--- config.mk ---
export PLATFORM = sky130hd
export DESIGN_NAME = double_ended_queue_with_search_core
export DESIGN_NICKNAME = d
export VERILOG_FILES = /design/src/rtl/core/dq_pkg.sv /design/src/rtl/core/double_ended_queue_with_search_core.sv /design/src/rtl/core/dq_front.sv /design/src/rtl/core/dq_back.sv
export SDC_FILE = /design/constraint.sdc
export NUM_CORES = 1
export LEC_CHECK = 0
export ABC_AREA = 1
export BUFFER_PORTS_ARGS = -buffer_cell sky130_fd_sc_hd__buf_2
export CORE_ASPECT_RATIO = 0.8
export CORE_UTILIZATION = 37
export DETAILED_ROUTE_END_ITERATION = 6
export GPL_TIMING_DRIVEN = 0
export PLACE_DENSITY = 0.57
export SLEW_MARGIN = 20
export SYNTH_ARGS = -nofsm -noshare
export SYNTH_HDL_FRONTEND = slang
export SYNTH_SLANG_ARGS = --single-unit
--- constraint.sdc ---
create_clock -name clk -period 5.1 [get_ports clk]
set_input_delay 1.02 -clock clk [delete_from_list [all_inputs] [get_ports clk]]
set_output_delay 1.02 -clock clk [all_outputs]
set_load 0.05 [all_outputs]
--- src/rtl/core/dq_pkg.sv ---
// ----------------------------------------------------------------------------
// dq_pkg
// Shared types and codes of the double-ended queue: request and status codes,
// the decoded command and the back-end state encoding.
// ----------------------------------------------------------------------------
package dq_pkg;

    // request codes as they arrive on req_type
    localparam logic [2:0] REQ_PUSH_FRONT = 3'd0;
    localparam logic [2:0] REQ_PUSH_BACK  = 3'd1;
    localparam logic [2:0] REQ_POP_FRONT  = 3'd2;
    localparam logic [2:0] REQ_POP_BACK   = 3'd3;
    localparam logic [2:0] REQ_SEARCH     = 3'd4;
    localparam logic [2:0] REQ_CLEAR      = 3'd5;

    // result status codes
    localparam logic [1:0] ST_OK        = 2'd0;
    localparam logic [1:0] ST_FULL      = 2'd1;
    localparam logic [1:0] ST_EMPTY     = 2'd2;
    localparam logic [1:0] ST_NOT_FOUND = 2'd3;

    typedef enum logic [2:0] {
        OP_PUSH_FRONT,
        OP_PUSH_BACK,
        OP_POP_FRONT,
        OP_POP_BACK,
        OP_SEARCH,
        OP_CLEAR,
        OP_NOP
    } op_t;

    typedef struct packed {
        op_t  op;
        logic push;
        logic pop;
    } cmd_t;

    typedef enum logic [1:0] {
        BK_IDLE,
        BK_SCAN,
        BK_OUT
    } bk_state_t;

endpackage

--- src/rtl/core/double_ended_queue_with_search_core.sv ---
// ----------------------------------------------------------------------------
// double_ended_queue_with_search_core
// Bounded double-ended queue with value search over a ring store.
// ----------------------------------------------------------------------------
// A request enters a two-entry command queue and is carried out by the back
// end, so a new request is taken while an earlier result waits on out_stall.
// Push, remove, clear and unused codes update the pointers, write the store
// and fetch both ends, then load the result register. A search on an empty
// store goes straight to the result; otherwise it stops at the first match or
// after all entries held. The scan reads one entry per cycle through one of
// the two store read ports. Results come out in request order, one per request.
module double_ended_queue_with_search_core #(
    parameter int CAPACITY   = 16,
    parameter int DATA_WIDTH = 8
) (
    input  logic       clk,
    input  logic       rst_n,
    input  logic       in_valid,
    output logic       in_stall,
    input  logic [2:0] req_type,
    input  logic [7:0] value,
    output logic       out_valid,
    input  logic       out_stall,
    output logic [1:0] status,
    output logic [4:0] occupancy,
    output logic       is_empty,
    output logic [7:0] front_value,
    output logic [7:0] back_value,
    output logic [3:0] found_position
);
    import dq_pkg::*;

    logic                  cmd_valid;
    logic                  cmd_pop;
    cmd_t                  cmd;
    logic [DATA_WIDTH-1:0] cmd_data;

    dq_front #(
        .DATA_WIDTH (DATA_WIDTH)
    ) u_front (
        .clk       (clk),
        .rst_n     (rst_n),
        .in_valid  (in_valid),
        .in_stall  (in_stall),
        .req_type  (req_type),
        .value     (value),
        .cmd_valid (cmd_valid),
        .cmd       (cmd),
        .cmd_data  (cmd_data),
        .cmd_pop   (cmd_pop)
    );

    dq_back #(
        .CAPACITY   (CAPACITY),
        .DATA_WIDTH (DATA_WIDTH)
    ) u_back (
        .clk            (clk),
        .rst_n          (rst_n),
        .cmd_valid      (cmd_valid),
        .cmd            (cmd),
        .cmd_data       (cmd_data),
        .cmd_pop        (cmd_pop),
        .out_valid      (out_valid),
        .out_stall      (out_stall),
        .status         (status),
        .occupancy      (occupancy),
        .is_empty       (is_empty),
        .front_value    (front_value),
        .back_value     (back_value),
        .found_position (found_position)
    );

endmodule

--- src/rtl/core/dq_front.sv ---
// ----------------------------------------------------------------------------
// dq_front
// Takes requests, decodes them into commands and holds them in a two-entry
// queue that the execution side drains.
// ----------------------------------------------------------------------------
module dq_front #(
    parameter int DATA_WIDTH = 8
) (
    input  logic                  clk,
    input  logic                  rst_n,
    input  logic                  in_valid,
    output logic                  in_stall,
    input  logic [2:0]            req_type,
    input  logic [7:0]            value,
    output logic                  cmd_valid,
    output dq_pkg::cmd_t          cmd,
    output logic [DATA_WIDTH-1:0] cmd_data,
    input  logic                  cmd_pop
);
    import dq_pkg::*;

    cmd_t                  dec_cmd;
    logic                  accept;
    logic [1:0]            fill_reg;
    logic [1:0]            fill_next;
    logic                  wr_ptr_reg;
    logic                  rd_ptr_reg;
    cmd_t                  q_cmd_reg  [2];
    logic [DATA_WIDTH-1:0] q_data_reg [2];

    always_comb
    begin
        dec_cmd = '{op: OP_NOP, push: 1'b0, pop: 1'b0};
        unique case (req_type)
            REQ_PUSH_FRONT: dec_cmd = '{op: OP_PUSH_FRONT, push: 1'b1, pop: 1'b0};
            REQ_PUSH_BACK:  dec_cmd = '{op: OP_PUSH_BACK,  push: 1'b1, pop: 1'b0};
            REQ_POP_FRONT:  dec_cmd = '{op: OP_POP_FRONT,  push: 1'b0, pop: 1'b1};
            REQ_POP_BACK:   dec_cmd = '{op: OP_POP_BACK,   push: 1'b0, pop: 1'b1};
            REQ_SEARCH:     dec_cmd = '{op: OP_SEARCH,     push: 1'b0, pop: 1'b0};
            REQ_CLEAR:      dec_cmd = '{op: OP_CLEAR,      push: 1'b0, pop: 1'b0};
            default:        dec_cmd = '{op: OP_NOP,        push: 1'b0, pop: 1'b0};
        endcase
    end

    assign in_stall  = fill_reg[1];
    assign accept    = in_valid && !in_stall;
    assign cmd_valid = (fill_reg != 2'd0);
    assign cmd       = q_cmd_reg[rd_ptr_reg];
    assign cmd_data  = q_data_reg[rd_ptr_reg];

    always_comb
    begin
        fill_next = fill_reg;
        if (accept && !cmd_pop)
        begin
            fill_next = fill_reg + 2'd1;
        end
        else if (!accept && cmd_pop)
        begin
            fill_next = fill_reg - 2'd1;
        end
    end

    always_ff @(posedge clk or negedge rst_n)
    begin
        if (!rst_n)
        begin
            fill_reg   <= 2'd0;
            wr_ptr_reg <= 1'b0;
            rd_ptr_reg <= 1'b0;
        end
        else
        begin
            fill_reg <= fill_next;
            if (accept)
            begin
                wr_ptr_reg <= !wr_ptr_reg;
            end
            if (cmd_pop)
            begin
                rd_ptr_reg <= !rd_ptr_reg;
            end
        end
    end

    // value is cut or zero-extended to the stored width here
    always_ff @(posedge clk)
    begin
        if (accept)
        begin
            q_cmd_reg[wr_ptr_reg]  <= dec_cmd;
            q_data_reg[wr_ptr_reg] <= DATA_WIDTH'(value);
        end
    end

endmodule

--- src/rtl/core/dq_back.sv ---
// ----------------------------------------------------------------------------
// dq_back
// Carries out queued commands on the ring store, scans it for a search and
// presents each result from an output register.
// ----------------------------------------------------------------------------
module dq_back #(
    parameter int CAPACITY   = 16,
    parameter int DATA_WIDTH = 8
) (
    input  logic                  clk,
    input  logic                  rst_n,
    input  logic                  cmd_valid,
    input  dq_pkg::cmd_t          cmd,
    input  logic [DATA_WIDTH-1:0] cmd_data,
    output logic                  cmd_pop,
    output logic                  out_valid,
    input  logic                  out_stall,
    output logic [1:0]            status,
    output logic [4:0]            occupancy,
    output logic                  is_empty,
    output logic [7:0]            front_value,
    output logic [7:0]            back_value,
    output logic [3:0]            found_position
);
    import dq_pkg::*;

    localparam int AW = (CAPACITY > 1) ? $clog2(CAPACITY) : 1;
    localparam int CW = $clog2(CAPACITY + 1);
    localparam int SW = CW + 1;
    localparam int FW = (DATA_WIDTH > 8) ? DATA_WIDTH : 8;
    localparam int OW = (CW > 5) ? CW : 5;
    localparam int PW = (AW > 4) ? AW : 4;

    function automatic logic [AW-1:0] wrap_idx(input logic [SW-1:0] s);
        logic [SW-1:0] t;
        t = (s >= SW'(CAPACITY)) ? s - SW'(CAPACITY) : s;
        return t[AW-1:0];
    endfunction

    logic [DATA_WIDTH-1:0] mem [CAPACITY];

    bk_state_t             state_reg, state_next;
    logic [AW-1:0]         front_idx_reg, front_idx_next;
    logic [CW-1:0]         count_reg, count_next;
    logic [CW-1:0]         issue_k_reg, issue_k_next;
    logic                  pend_reg, pend_next;
    logic [AW-1:0]         pend_k_reg, pend_k_next;
    logic [DATA_WIDTH-1:0] key_reg, key_next;
    logic [1:0]            res_status_reg, res_status_next;
    logic [AW-1:0]         res_pos_reg, res_pos_next;
    logic                  byp_a_reg, byp_a_next;
    logic                  byp_b_reg, byp_b_next;
    logic [DATA_WIDTH-1:0] byp_data_reg;
    logic [DATA_WIDTH-1:0] rdata_a_reg;
    logic [DATA_WIDTH-1:0] rdata_b_reg;

    logic                  out_valid_reg, out_valid_next;
    logic                  out_load;
    logic [1:0]            status_reg;
    logic [4:0]            occupancy_reg;
    logic                  is_empty_reg;
    logic [7:0]            front_value_reg;
    logic [7:0]            back_value_reg;
    logic [3:0]            found_position_reg;

    logic                  wr_en;
    logic [AW-1:0]         wr_addr;
    logic [AW-1:0]         rd_addr_a;
    logic [AW-1:0]         rd_addr_b;
    logic                  full;
    logic                  empty;
    logic                  hit;

    logic [DATA_WIDTH-1:0] front_data;
    logic [DATA_WIDTH-1:0] back_data;
    logic [FW-1:0]         front_ext;
    logic [FW-1:0]         back_ext;
    logic [OW-1:0]         count_ext;
    logic [PW-1:0]         pos_ext;

    assign full  = (count_reg == CW'(CAPACITY));
    assign empty = (count_reg == '0);
    assign hit   = pend_reg && (rdata_a_reg == key_reg);

    assign front_data = byp_a_reg ? byp_data_reg : rdata_a_reg;
    assign back_data  = byp_b_reg ? byp_data_reg : rdata_b_reg;
    assign front_ext  = FW'(front_data);
    assign back_ext   = FW'(back_data);
    assign count_ext  = OW'(count_reg);
    assign pos_ext    = PW'(res_pos_reg);
    assign out_load   = !out_valid_reg || !out_stall;

    always_comb
    begin
        state_next      = state_reg;
        front_idx_next  = front_idx_reg;
        count_next      = count_reg;
        issue_k_next    = issue_k_reg;
        pend_next       = pend_reg;
        pend_k_next     = pend_k_reg;
        key_next        = key_reg;
        res_status_next = res_status_reg;
        res_pos_next    = res_pos_reg;
        byp_a_next      = 1'b0;
        byp_b_next      = 1'b0;
        out_valid_next  = out_valid_reg && out_stall;
        cmd_pop         = 1'b0;
        wr_en           = 1'b0;
        wr_addr         = front_idx_reg;
        rd_addr_a       = front_idx_reg;
        rd_addr_b       = wrap_idx(SW'(front_idx_reg) + SW'(count_reg) - SW'(1));

        unique case (state_reg)
            BK_IDLE:
            begin
                if (cmd_valid)
                begin
                    cmd_pop         = 1'b1;
                    res_status_next = ST_OK;
                    res_pos_next    = '0;
                    state_next      = BK_OUT;
                    if (cmd.push && full)
                    begin
                        res_status_next = ST_FULL;
                    end
                    else if (cmd.pop && empty)
                    begin
                        res_status_next = ST_EMPTY;
                    end
                    else
                    begin
                        unique case (cmd.op)
                            OP_PUSH_FRONT:
                            begin
                                front_idx_next = (front_idx_reg == '0) ?
                                                 AW'(CAPACITY - 1) : front_idx_reg - AW'(1);
                                wr_en          = 1'b1;
                                wr_addr        = front_idx_next;
                                count_next     = count_reg + CW'(1);
                            end
                            OP_PUSH_BACK:
                            begin
                                wr_en      = 1'b1;
                                wr_addr    = wrap_idx(SW'(front_idx_reg) + SW'(count_reg));
                                count_next = count_reg + CW'(1);
                            end
                            OP_POP_FRONT:
                            begin
                                front_idx_next = wrap_idx(SW'(front_idx_reg) + SW'(1));
                                count_next     = count_reg - CW'(1);
                            end
                            OP_POP_BACK:
                            begin
                                count_next = count_reg - CW'(1);
                            end
                            OP_SEARCH:
                            begin
                                key_next     = cmd_data;
                                issue_k_next = '0;
                                pend_next    = 1'b0;
                                if (empty)
                                begin
                                    res_status_next = ST_NOT_FOUND;
                                end
                                else
                                begin
                                    state_next = BK_SCAN;
                                end
                            end
                            OP_CLEAR:
                            begin
                                front_idx_next = '0;
                                count_next     = '0;
                            end
                            default:
                            begin
                            end
                        endcase
                    end
                    // fetch the new ends, forwarding a write to the same entry
                    rd_addr_a  = front_idx_next;
                    rd_addr_b  = wrap_idx(SW'(front_idx_next) + SW'(count_next) - SW'(1));
                    byp_a_next = wr_en && (wr_addr == rd_addr_a);
                    byp_b_next = wr_en && (wr_addr == rd_addr_b);
                end
            end
            BK_SCAN:
            begin
                // one entry read per cycle, compared in the cycle after its read
                if (hit || (!pend_reg && (issue_k_reg == count_reg)))
                begin
                    res_status_next = hit ? ST_OK : ST_NOT_FOUND;
                    res_pos_next    = hit ? pend_k_reg : '0;
                    pend_next       = 1'b0;
                    state_next      = BK_OUT;
                end
                else if (issue_k_reg != count_reg)
                begin
                    rd_addr_a    = wrap_idx(SW'(front_idx_reg) + SW'(issue_k_reg));
                    issue_k_next = issue_k_reg + CW'(1);
                    pend_next    = 1'b1;
                    pend_k_next  = issue_k_reg[AW-1:0];
                end
                else
                begin
                    pend_next = 1'b0;
                end
            end
            BK_OUT:
            begin
                if (out_load)
                begin
                    out_valid_next = 1'b1;
                    state_next     = BK_IDLE;
                end
            end
            default:
            begin
                state_next = BK_IDLE;
            end
        endcase
    end

    always_ff @(posedge clk or negedge rst_n)
    begin
        if (!rst_n)
        begin
            state_reg     <= BK_IDLE;
            front_idx_reg <= '0;
            count_reg     <= '0;
            issue_k_reg   <= '0;
            pend_reg      <= 1'b0;
            out_valid_reg <= 1'b0;
        end
        else
        begin
            state_reg     <= state_next;
            front_idx_reg <= front_idx_next;
            count_reg     <= count_next;
            issue_k_reg   <= issue_k_next;
            pend_reg      <= pend_next;
            out_valid_reg <= out_valid_next;
        end
    end

    always_ff @(posedge clk)
    begin
        pend_k_reg     <= pend_k_next;
        key_reg        <= key_next;
        res_status_reg <= res_status_next;
        res_pos_reg    <= res_pos_next;
        byp_a_reg      <= byp_a_next;
        byp_b_reg      <= byp_b_next;
        byp_data_reg   <= cmd_data;
        if ((state_reg == BK_OUT) && out_load)
        begin
            status_reg         <= res_status_reg;
            occupancy_reg      <= count_ext[4:0];
            is_empty_reg       <= empty;
            front_value_reg    <= empty ? 8'd0 : front_ext[7:0];
            back_value_reg     <= empty ? 8'd0 : back_ext[7:0];
            found_position_reg <= pos_ext[3:0];
        end
    end

    // ring store
    always_ff @(posedge clk)
    begin
        if (wr_en)
        begin
            mem[wr_addr] <= cmd_data;
        end
        rdata_a_reg <= mem[rd_addr_a];
        rdata_b_reg <= mem[rd_addr_b];
    end

    assign out_valid      = out_valid_reg;
    assign status         = status_reg;
    assign occupancy      = occupancy_reg;
    assign is_empty       = is_empty_reg;
    assign front_value    = front_value_reg;
    assign back_value     = back_value_reg;
    assign found_position = found_position_reg;

endmodule

==> impl_metrics.py, run 1 <==
metrics = {
    "status": {
        "outcome": "complete, no violations",
    },
    "hold_path": {
        "hold_class": "reg2reg",
        "min_to": "u_back.found_position[0]",
        "hold_depth": 0,
        "min_from": "u_back.pos_ext[0]",
    },
    "setup_path": {
        "startpoint": "u_front.rd_ptr_reg",
        "critPathKind": "reg2reg",
        "critical_path.cell_chain": "buf_6, inv_2, nand2_1, nand2_2, inv_1, nor2_4, inv_1, fa_1, nor2_1, a21oi_1, ha_1, inv_1, ha_1, inv_1, o21ai_1, clkbuf_1, o21ai_0, o221ai_1, o21ai_0, nand2_1, nand2_1",
        "worstPathArrival_ps": 5130,
        "timing.rr.start": "u_front.rd_ptr_reg",
        "crit_buf_inv": 7,
        "crit_required_ps": 5550,
        "cp-start-kind": "flip-flop",
        "critPathMaxStageDelay_ps": 560,
        "r2r_end": "u_back.rdata_b_reg[5]",
        "cp_slowest_cell": "o21ai_1",
        "cp-end-kind": "flip-flop",
        "cp_top_family": "compound AO/OA/AOI/OAI gates",
        "cpMostUsedCell": "inv_1",
        "r2r_slack_ps": 420,
        "reg2reg_depth": 21,
        "crit_fanout": 10,
    },
    "sta": {
        "fmax_mhz": 214,
        "fin_ws_ps": 421,
        "setup_viol": 0,
        "grt_setup_unrepaired": "false",
        "period_needed_ps": 4680,
        "fin_setup_tns_ps": 0,
        "worst_slew_pin_slew_ps": 1050,
        "hold_viol": 0,
        "skew_ps": 32.5,
        "slew_headroom_pct": 29.5,
        "post-route-period-util_pct": 91.7,
        "maxSlewViolCount": 0,
    },
    "cts": {
        "htree_levels": 1,
        "insertion_delay_ps": 560,
        "clockBufferDepth": 3,
        "post_cts_resized": 0,
        "hold_buffers": 0,
        "cts_tree": "done",
        "root_buffer": "clkbuf_16",
        "clkSinkCount": 248,
        "postCtsSetupBuffers": 0,
        "cts_buffers": 26,
        "clk_pin_slew_worst_paths_ps": 60,
    },
    "routing": {
        "dr.pass1.iters": 6,
        "drt_wl_total_mm": 39.5,
        "drt_iter0_drc": 1107,
        "via_per_inst": 5.26,
        "drc": 0,
        "detail-route-antenna-nets": 0,
        "avgRoutedWirePerCell_um": 20.4,
        "num_vias": 10200,
    },
    "synthesis": {
        "ys_warn_count": 0,
        "synth_area_leaders": "edfxtp_1, nand2_1, nand3_1",
        "synthTopCellsByCount": "nand2_1, inv_1, edfxtp_1",
        "synth_top_flop_cell": "edfxtp_1",
        "ys_seq_elements": 248,
        "yosysTopAreaCell": "edfxtp_1",
        "synth_area_um2": 12800,
        "synth-seq-area-share_pct": 55.4,
        "syn_avg_cell_area_um2": 9.10,
        "synth_top_cell_area_share_pct": 47.0,
        "synth.net_count": 1443,
        "synth-async-reset-ratio_pct": 8.87,
        "synth_edf_count": 200,
        "synth_most_common_cell": "nand2_1",
        "synthDistinctLibCells": 42,
        "syn_inst": 1405,
    },
    "placement": {
        "dp_hpwl_mm": 28.4,
        "portBuffers": 44,
        "dpl_worst_slack_ps": 385,
        "dp.cells": 1884,
        "gp_congestion": 0.957,
    },
    "floorplan": {
        "die_w_um": 210,
        "ios": 45,
        "num_rows": 60,
        "initial_utilization_pct": 37.8,
        "die_h_um": 168,
        "core_um2": 33800,
        "die-area_um2": 35300,
    },
    "grt": {
        "gr-usage-all-layers_pct": 22.5,
        "grt_max_degree": 23,
        "grt_pass1_vias": 9419,
        "antenna_found_initial": 0,
        "grt_pass1_wl_mm": 58.9,
        "grt_remaining_overflow": 0,
    },
    "layout": {
        "nNetsFinal": 1516,
        "largest_register_ffs": 128,
        "drive_above_1_share_pct": 11.9,
        "layout.cells.non_filler": 1934,
        "synthToLayoutAreaGrowth_pct": 13.1,
    },
    "job": {
        "cap_violations": 0,
    },
}
## worst max path at each step
stage / endpoint / slack [ps] / cells past startpoint
after floorplan: u_back.rdata_b_reg[6] / 1520 / 23
after global placement: u_back.rdata_b_reg[5] / 380 / 20
after detailed placement: u_back.rdata_b_reg[5] / 380 / 21
after CTS: u_back.rdata_b_reg[5] / 370 / 21
after global routing: u_back.rdata_b_reg[5] / 100 / 22
final: u_back.rdata_b_reg[5] / 420 / 21
## cell usage in the layout, fill, tap and decap left out, types with 5 or more instances in the layout
| cell | Yosys | layout |
|---|---|---|
| buf_2 | 22 | 66 |
| buf_6 | 9 | 9 |
| or2_2 | 6 | 6 |
| o21ai_1 | 9 | 10 |
| clkbuf_1 | 28 | 34 |
| xnor2_1 | 8 | 8 |
| o22ai_1 | 18 | 18 |
| nor2_1 | 100 | 97 |
| nand4_1 | 8 | 8 |
| mux2_2 | 9 | 9 |
| nand2_1 | 285 | 285 |
| nand3b_1 | 24 | 24 |
| inv_1 | 209 | 209 |
| dfxtp_1 | 26 | 26 |
| o21ai_0 | 111 | 110 |
| nand3_1 | 167 | 167 |
| dfrtp_1 | 22 | 22 |
| nor2_2 | 3 | 5 |
| inv_2 | 10 | 10 |
| a21oi_1 | 46 | 46 |
| nand3_2 | 14 | 14 |
| ha_1 | 19 | 19 |
| edfxtp_1 | 200 | 200 |
| nand2_2 | 7 | 7 |
| clkbuf_16 | 0 | 28 |
| xor2_1 | 14 | 14 |
## metrics by stage
step / hold slack, ps / cell area, µm² / utilization [%]
2_1_floorplan: 400 / 12800 / -
3_3_place_gp: 405 / 13500 / 40.1
3_5_place_dp: 407 / 13600 / 40.2
4_1_cts: 426 / 14500 / 42.8
5_1_grt: 430 / 14500 / 42.8
6_report: 422 / 14500 / 42.8
## cell type report
class / count / area [µm²]
Antenna cell: 2 / 5.00
Buffer: 62 / 332
Clock buffer: 34 / 723
Clock inverter: 14 / 143
Fill cell: 3280 / 19300
Inverter: 219 / 822
Multi-Input combinational cell: 876 / 4570
Sequential cell: 248 / 7080
Tap cell: 434 / 543
Timing Repair Buffer: 45 / 248
## metal layers
| layer | part of all wire (%) | routed length, µm | global-route usage [%] | vias up |
|---|---|---|---|---|
| met4 | 2.1 | 838 | 5.33 | 0 |
| met2 | 39 | 15500 | 30.7 | 492 |
| met5 | 0 | 0 | 0 | - |
| li1 | - | - | - | 4823 |
| met1 | 47 | 18700 | 34.7 | 4804 |
| met3 | 11 | 4450 | 6.06 | 60 |
## logic make-up after synthesis
logic type | synth area share, %
AND/OR/NAND/NOR | 22.6
buffers and inverters | 9.02
flip-flops | 55.4
AO/OA/AOI/OAI | 8.26
adder cells (fa/ha/maj) | 2.49
XOR/XNOR | 1.51
multiplexers | 0.793
Power of run 1 is not shown: default switching activity piles up to over one toggle a cycle in this logic, so the estimate is an artifact.
==> inputs of run 2 (changes only) <==
--- a/config.mk
+++ b/config.mk
@@ -10,7 +10,7 @@
 export CORE_ASPECT_RATIO = 0.8
 export CORE_UTILIZATION = 37
 export DETAILED_ROUTE_END_ITERATION = 6
-export GPL_TIMING_DRIVEN = 0
+export GPL_TIMING_DRIVEN = 1
 export PLACE_DENSITY = 0.57
 export SLEW_MARGIN = 20
 export SYNTH_ARGS = -nofsm -noshare
==> run 2 against run 1 <==
Against the previous run: cell count shrank 2.6%; fmax increased by 8.4%; non-clock buffer count down 47; via count is 3.8% lower; critical path depth increased by 1; cell area shrank 1.6%; die area unchanged; worst hold slack got worse by 3.4 ps; first-iteration DRC count decreased by 3.5%; register-to-register slack gained 360 ps; wire length down 12%; critical endpoint unchanged; largest cell class unchanged.
==> impl_metrics.py, run 2 (synthesized netlist as in run 1, its figures left out) <==
metrics = {
    "sta": {
        "worst_slew_pin_slew_ps": 1000,
        "hold_viol": 0,
        "fin_setup_tns_ps": 0,
        "setup_viol": 0,
        "skew_ps": 11.7,
        "maxSlewViolCount": 0,
        "fmax_mhz": 232,
        "period_needed_ps": 4310,
        "post-route-period-util_pct": 84.6,
        "grt_setup_unrepaired": "false",
        "slew_headroom_pct": 32.8,
    },
    "cts": {
        "root_buffer": "clkbuf_16",
        "clkSinkCount": 248,
        "cts_buffers": 25,
        "post_cts_resized": 0,
        "insertion_delay_ps": 540,
        "clockBufferDepth": 3,
        "cts_tree": "done",
        "clk_pin_slew_worst_paths_ps": 60,
        "htree_levels": 1,
        "postCtsSetupBuffers": 0,
        "hold_buffers": 0,
    },
    "grt": {
        "grt_remaining_overflow": 0,
        "grt_pass1_wl_mm": 53.7,
        "grt_pass1_vias": 9197,
        "grt_max_degree": 97,
        "gr-usage-all-layers_pct": 19.9,
        "antenna_found_initial": 2,
    },
    "layout": {
        "synthToLayoutAreaGrowth_pct": 11.3,
        "largest_register_ffs": 128,
        "nNetsFinal": 1468,
        "final_cell_mix": "nand2_1, inv_1, edfxtp_1",
        "final_common_cell": "nand2_1",
        "drive_above_1_share_pct": 11.3,
    },
    "setup_path": {
        "worstPathArrival_ps": 4810,
        "critPathMaxStageDelay_ps": 610,
        "crit_required_ps": 5590,
        "cpMostUsedCell": "inv_1",
        "critical_path.cell_chain": "inv_2, nand2_1, nand2_2, inv_1, nor2_4, inv_1, fa_1, nor2_1, a21oi_1, ha_1, inv_1, ha_1, inv_1, o21ai_2, inv_1, buf_12, o21ai_0, o22ai_1, nand2_1, o21ai_0, nand2_1, nand2_1",
        "critPathKind": "reg2reg",
        "cp-end-kind": "flip-flop",
        "crit_fanout": 21,
        "cp_slowest_cell": "dfrtp_1",
        "cp-start-kind": "flip-flop",
    },
    "floorplan": {
        "num_rows": 60,
        "initial_utilization_pct": 37.8,
        "core_um2": 33800,
        "die_h_um": 168,
        "die-area_um2": 35300,
        "die_w_um": 210,
        "ios": 45,
    },
    "status": {
        "outcome": "complete, no violations",
    },
    "placement": {
        "gp_congestion": 0.906,
        "portBuffers": 44,
        "dp_hpwl_mm": 23.5,
    },
    "routing": {
        "num_vias": 9796,
        "avgRoutedWirePerCell_um": 18.4,
        "drc": 0,
        "detail-route-antenna-nets": 0,
        "via_per_inst": 5.20,
        "dr.pass1.iters": 6,
        "drt_wl_total_mm": 34.6,
        "drt_iter0_drc": 1068,
    },
    "hold_path": {
        "hold_class": "reg2reg",
    },
    "job": {
        "cap_violations": 0,
    },
}
-- run 2: cell count changes in the layout (fill, tap and decap cells not counted), moves of 3 or more --
cell / previous run / this run
buf_2: 66 / 44
buf_4: 1 / 14
buf_6: 9 / 0
clkbuf_1: 34 / 6
clkbuf_16: 28 / 25
clkbuf_8: 0 / 3
clkinv_4: 3 / 0
o21ai_1: 10 / 7
-- run 2: metal layers --
layer	vias to the layer above	GRT usage [%]	share of wire, %	wire, µm
li1	4709	-	-	-
met1	4598	29.9	48	16600
met2	415	28.0	41	14200
met3	70	4.83	8.5	2940
met4	4	5.62	2.4	846
met5	-	0	0.095	33
-- run 2: final cells by class --
type	count	area, µm²
Tap cell	434	543
Antenna cell	1	2.50
Multi-Input combinational cell	876	4590
Timing Repair Buffer	60	365
Clock inverter	12	140
Clock buffer	34	689
Inverter	219	822
Sequential cell	248	7080
Fill cell	3324	19600
-- run 2: final timing paths --
path | startpoint | to | slack (ps) | cells after the start
worst max-delay path | u_front.rd_ptr_reg | u_back.rdata_b_reg[5] | 790 | 22
worst min-delay path | u_back.pos_ext[2] | u_back.found_position[2] | 420 | 0
worst max register to register | u_front.rd_ptr_reg | u_back.rdata_b_reg[5] | 790 | 22
worst min register to register | u_back.pos_ext[2] | u_back.found_position[2] | 420 | 0
max in group asynchronous | rst_n | u_back.state_reg[0] | 4230 | 1
min in group asynchronous | rst_n | async pin | 470 | 1
-- run 2: worst max-delay path: cells and delay by family (launching register included) --
kind / cells / cell delay (ps)
adders and majority gates: 3 / 1070
AOI/OAI and AO/OA: 5 / 600
DFF: 1 / 610
buffers and inverters: 7 / 1220
and+or+nand+nor: 7 / 760
-- run 2: through the flow --
step           cells  setup WS [ps]  hold WS, ps  util (%)  instance area [µm²]
2_1_floorplan   1405           1520          400         -                12800
3_3_place_gp    1837            820          406      39.6                13400
3_5_place_dp    1837            736          405      39.6                13400
4_1_cts         1883            743          420      42.1                14200
5_1_grt         1883            353          430      42.1                14200
6_report        1884            785          419      42.1                14200
Power of run 2 is left out for the same reason.
==> inputs of run 3 (changes only) <==
==> constraint.sdc (replaced) <==
create_clock -name clk -period 4.43 [get_ports clk]
set_input_delay 0.886 -clock clk [delete_from_list [all_inputs] [get_ports clk]]
set_output_delay 0.886 -clock clk [all_outputs]
set_load 0.05 [all_outputs]
==> run 3 against run 2 <==
Against the previous run: clock-buffer cell count decreased by 4; critical endpoint unchanged; fmax up 11%; core utilization rose by 0.45 points; global-route usage about the same; worst hold slack worse by 97 ps; critical path type unchanged.
==> impl_metrics.py, run 3 (synthesized netlist as in run 1, its figures left out) <==
metrics = {
    "cts": {
        "postCtsSetupBuffers": 0,
        "clockBufferDepth": 3,
        "clkSinkCount": 248,
        "cts_tree": "done",
        "htree_levels": 1,
        "post_cts_resized": 0,
        "clk_pin_slew_worst_paths_ps": 60,
        "insertion_delay_ps": 550,
        "cts_buffers": 26,
        "root_buffer": "clkbuf_16",
        "hold_buffers": 0,
    },
    "floorplan": {
        "core_um2": 33800,
        "initial_utilization_pct": 37.8,
        "num_rows": 60,
        "ios": 45,
        "die_w_um": 210,
        "die-area_um2": 35300,
        "die_h_um": 168,
    },
    "sta": {
        "fin_ws_ps": 531,
        "maxSlewViolCount": 0,
        "setup_viol": 0,
        "hold_viol": 0,
        "worst_slew_pin_slew_ps": 923,
        "skew_ps": 6.33,
        "fmax_mhz": 256,
        "grt_setup_unrepaired": "false",
        "period_needed_ps": 3900,
        "post-route-period-util_pct": 88.0,
        "fin_setup_tns_ps": 0,
        "slew_headroom_pct": 38.3,
    },
    "placement": {
        "dp_hpwl_mm": 23.8,
        "portBuffers": 44,
        "dpl_worst_slack_ps": 469,
        "gp_congestion": 0.936,
    },
    "routing": {
        "drt_wl_total_mm": 34.8,
        "met1Wirelength_mm": 16.3,
        "drc": 0,
        "wl_met3_mm": 3.47,
        "dr.pass1.iters": 5,
        "detail-route-antenna-nets": 0,
        "drt_iter0_drc": 1046,
        "via_per_inst": 5.16,
        "avgRoutedWirePerCell_um": 18.2,
        "highest_layer": "met4",
        "num_vias": 9854,
        "wl_met2_mm": 14.3,
    },
    "setup_path": {
        "cp-start-kind": "flip-flop",
        "crit_fanout": 21,
        "worstPathArrival_ps": 4340,
        "critPathKind": "reg2reg",
        "crit_required_ps": 4870,
        "crit_buf_inv": 9,
        "critPathMaxStageDelay_ps": 560,
        "cp-end-kind": "flip-flop",
        "cpMostUsedCell": "inv_1",
        "critical_path.cell_chain": "inv_2, buf_4, nand2_1, nand2_1, inv_1, nor2_1, inv_1, nand2_2, nor2_4, inv_1, nor2_1, a21oi_1, ha_1, inv_1, ha_1, inv_1, o21ai_2, clkinvlp_4, buf_4, a21oi_1, o21ai_0, nand2_1, nand2_1",
        "cp_slowest_cell": "dfrtp_1",
        "cp_top_family": "buffers and inverters",
    },
    "grt": {
        "grt_pass1_vias": 9013,
        "grt_remaining_overflow": 0,
        "grt_pass1_wl_mm": 53.6,
        "antenna_found_initial": 4,
        "grt_max_degree": 65,
        "gr-usage-all-layers_pct": 19.8,
    },
    "job": {
        "cap_violations": 0,
    },
    "hold_path": {
        "hold_class": "in2async",
    },
    "layout": {
        "drive_above_1_share_pct": 12.6,
        "final_common_cell": "nand2_1",
        "nNetsFinal": 1490,
        "final_cell_mix": "nand2_1, inv_1, edfxtp_1",
        "synthToLayoutAreaGrowth_pct": 12.5,
        "largest_register_ffs": 128,
    },
    "status": {
        "outcome": "complete, no violations",
    },
}
-- run 3: cell count changes in the layout (fill, tap and decap cells not counted), sizes merged --
cell      change
inv           -3
buf          +21
diode         +2
clkinvlp      +1
clkbuf        -4
clkinv        +8
-- run 3: path summary, 6_finish.rpt --
check	from	end	slack, ps	depth (start not counted)
max in group asynchronous	rst_n	u_back.front_idx_reg[1]	3730	1
max reg2reg	u_front.rd_ptr_reg	u_back.rdata_b_reg[5]	530	23
max	u_front.rd_ptr_reg	u_back.rdata_b_reg[5]	530	23
min reg2reg	u_back.res_status_reg[0]	u_back.status[0]	420	0
min	rst_n	u_front.fill_reg[1]	320	1
min in group clk	u_back.res_status_reg[0]	u_back.status[0]	420	0
-- run 3: per-stage QoR --
| step | area (µm²) | hold WS, ps | util (%) | std cells |
|---|---|---|---|---|
| floorplan | 12800 | 400 | - | 1405 |
| global placement | 13500 | 410 | 40.1 | 1858 |
| detailed placement | 13500 | 405 | 40.1 | 1858 |
| CTS | 14400 | 313 | 42.5 | 1906 |
| global route | 14400 | 346 | 42.5 | 1906 |
| finish | 14400 | 322 | 42.6 | 1909 |
-- run 3: area by class of cell --
class,instances,area (µm²)
tap,434,543
antenna,3,7.51
timing repair buffer,81,510
sequential,248,7080
multi-input combinational,876,4580
clock buffer,30,666
fill,3287,19400
inverter,219,826
clock inverter,18,169
-- run 3: per-layer routing --
metal  GRT usage, %  vias to the layer above
met5              0                        -
met4           5.08                        0
met3           4.83                       53
met2           28.2                      450
met1           29.8                     4594
li1               -                     4757
Power of run 3 is left out for the same reason.
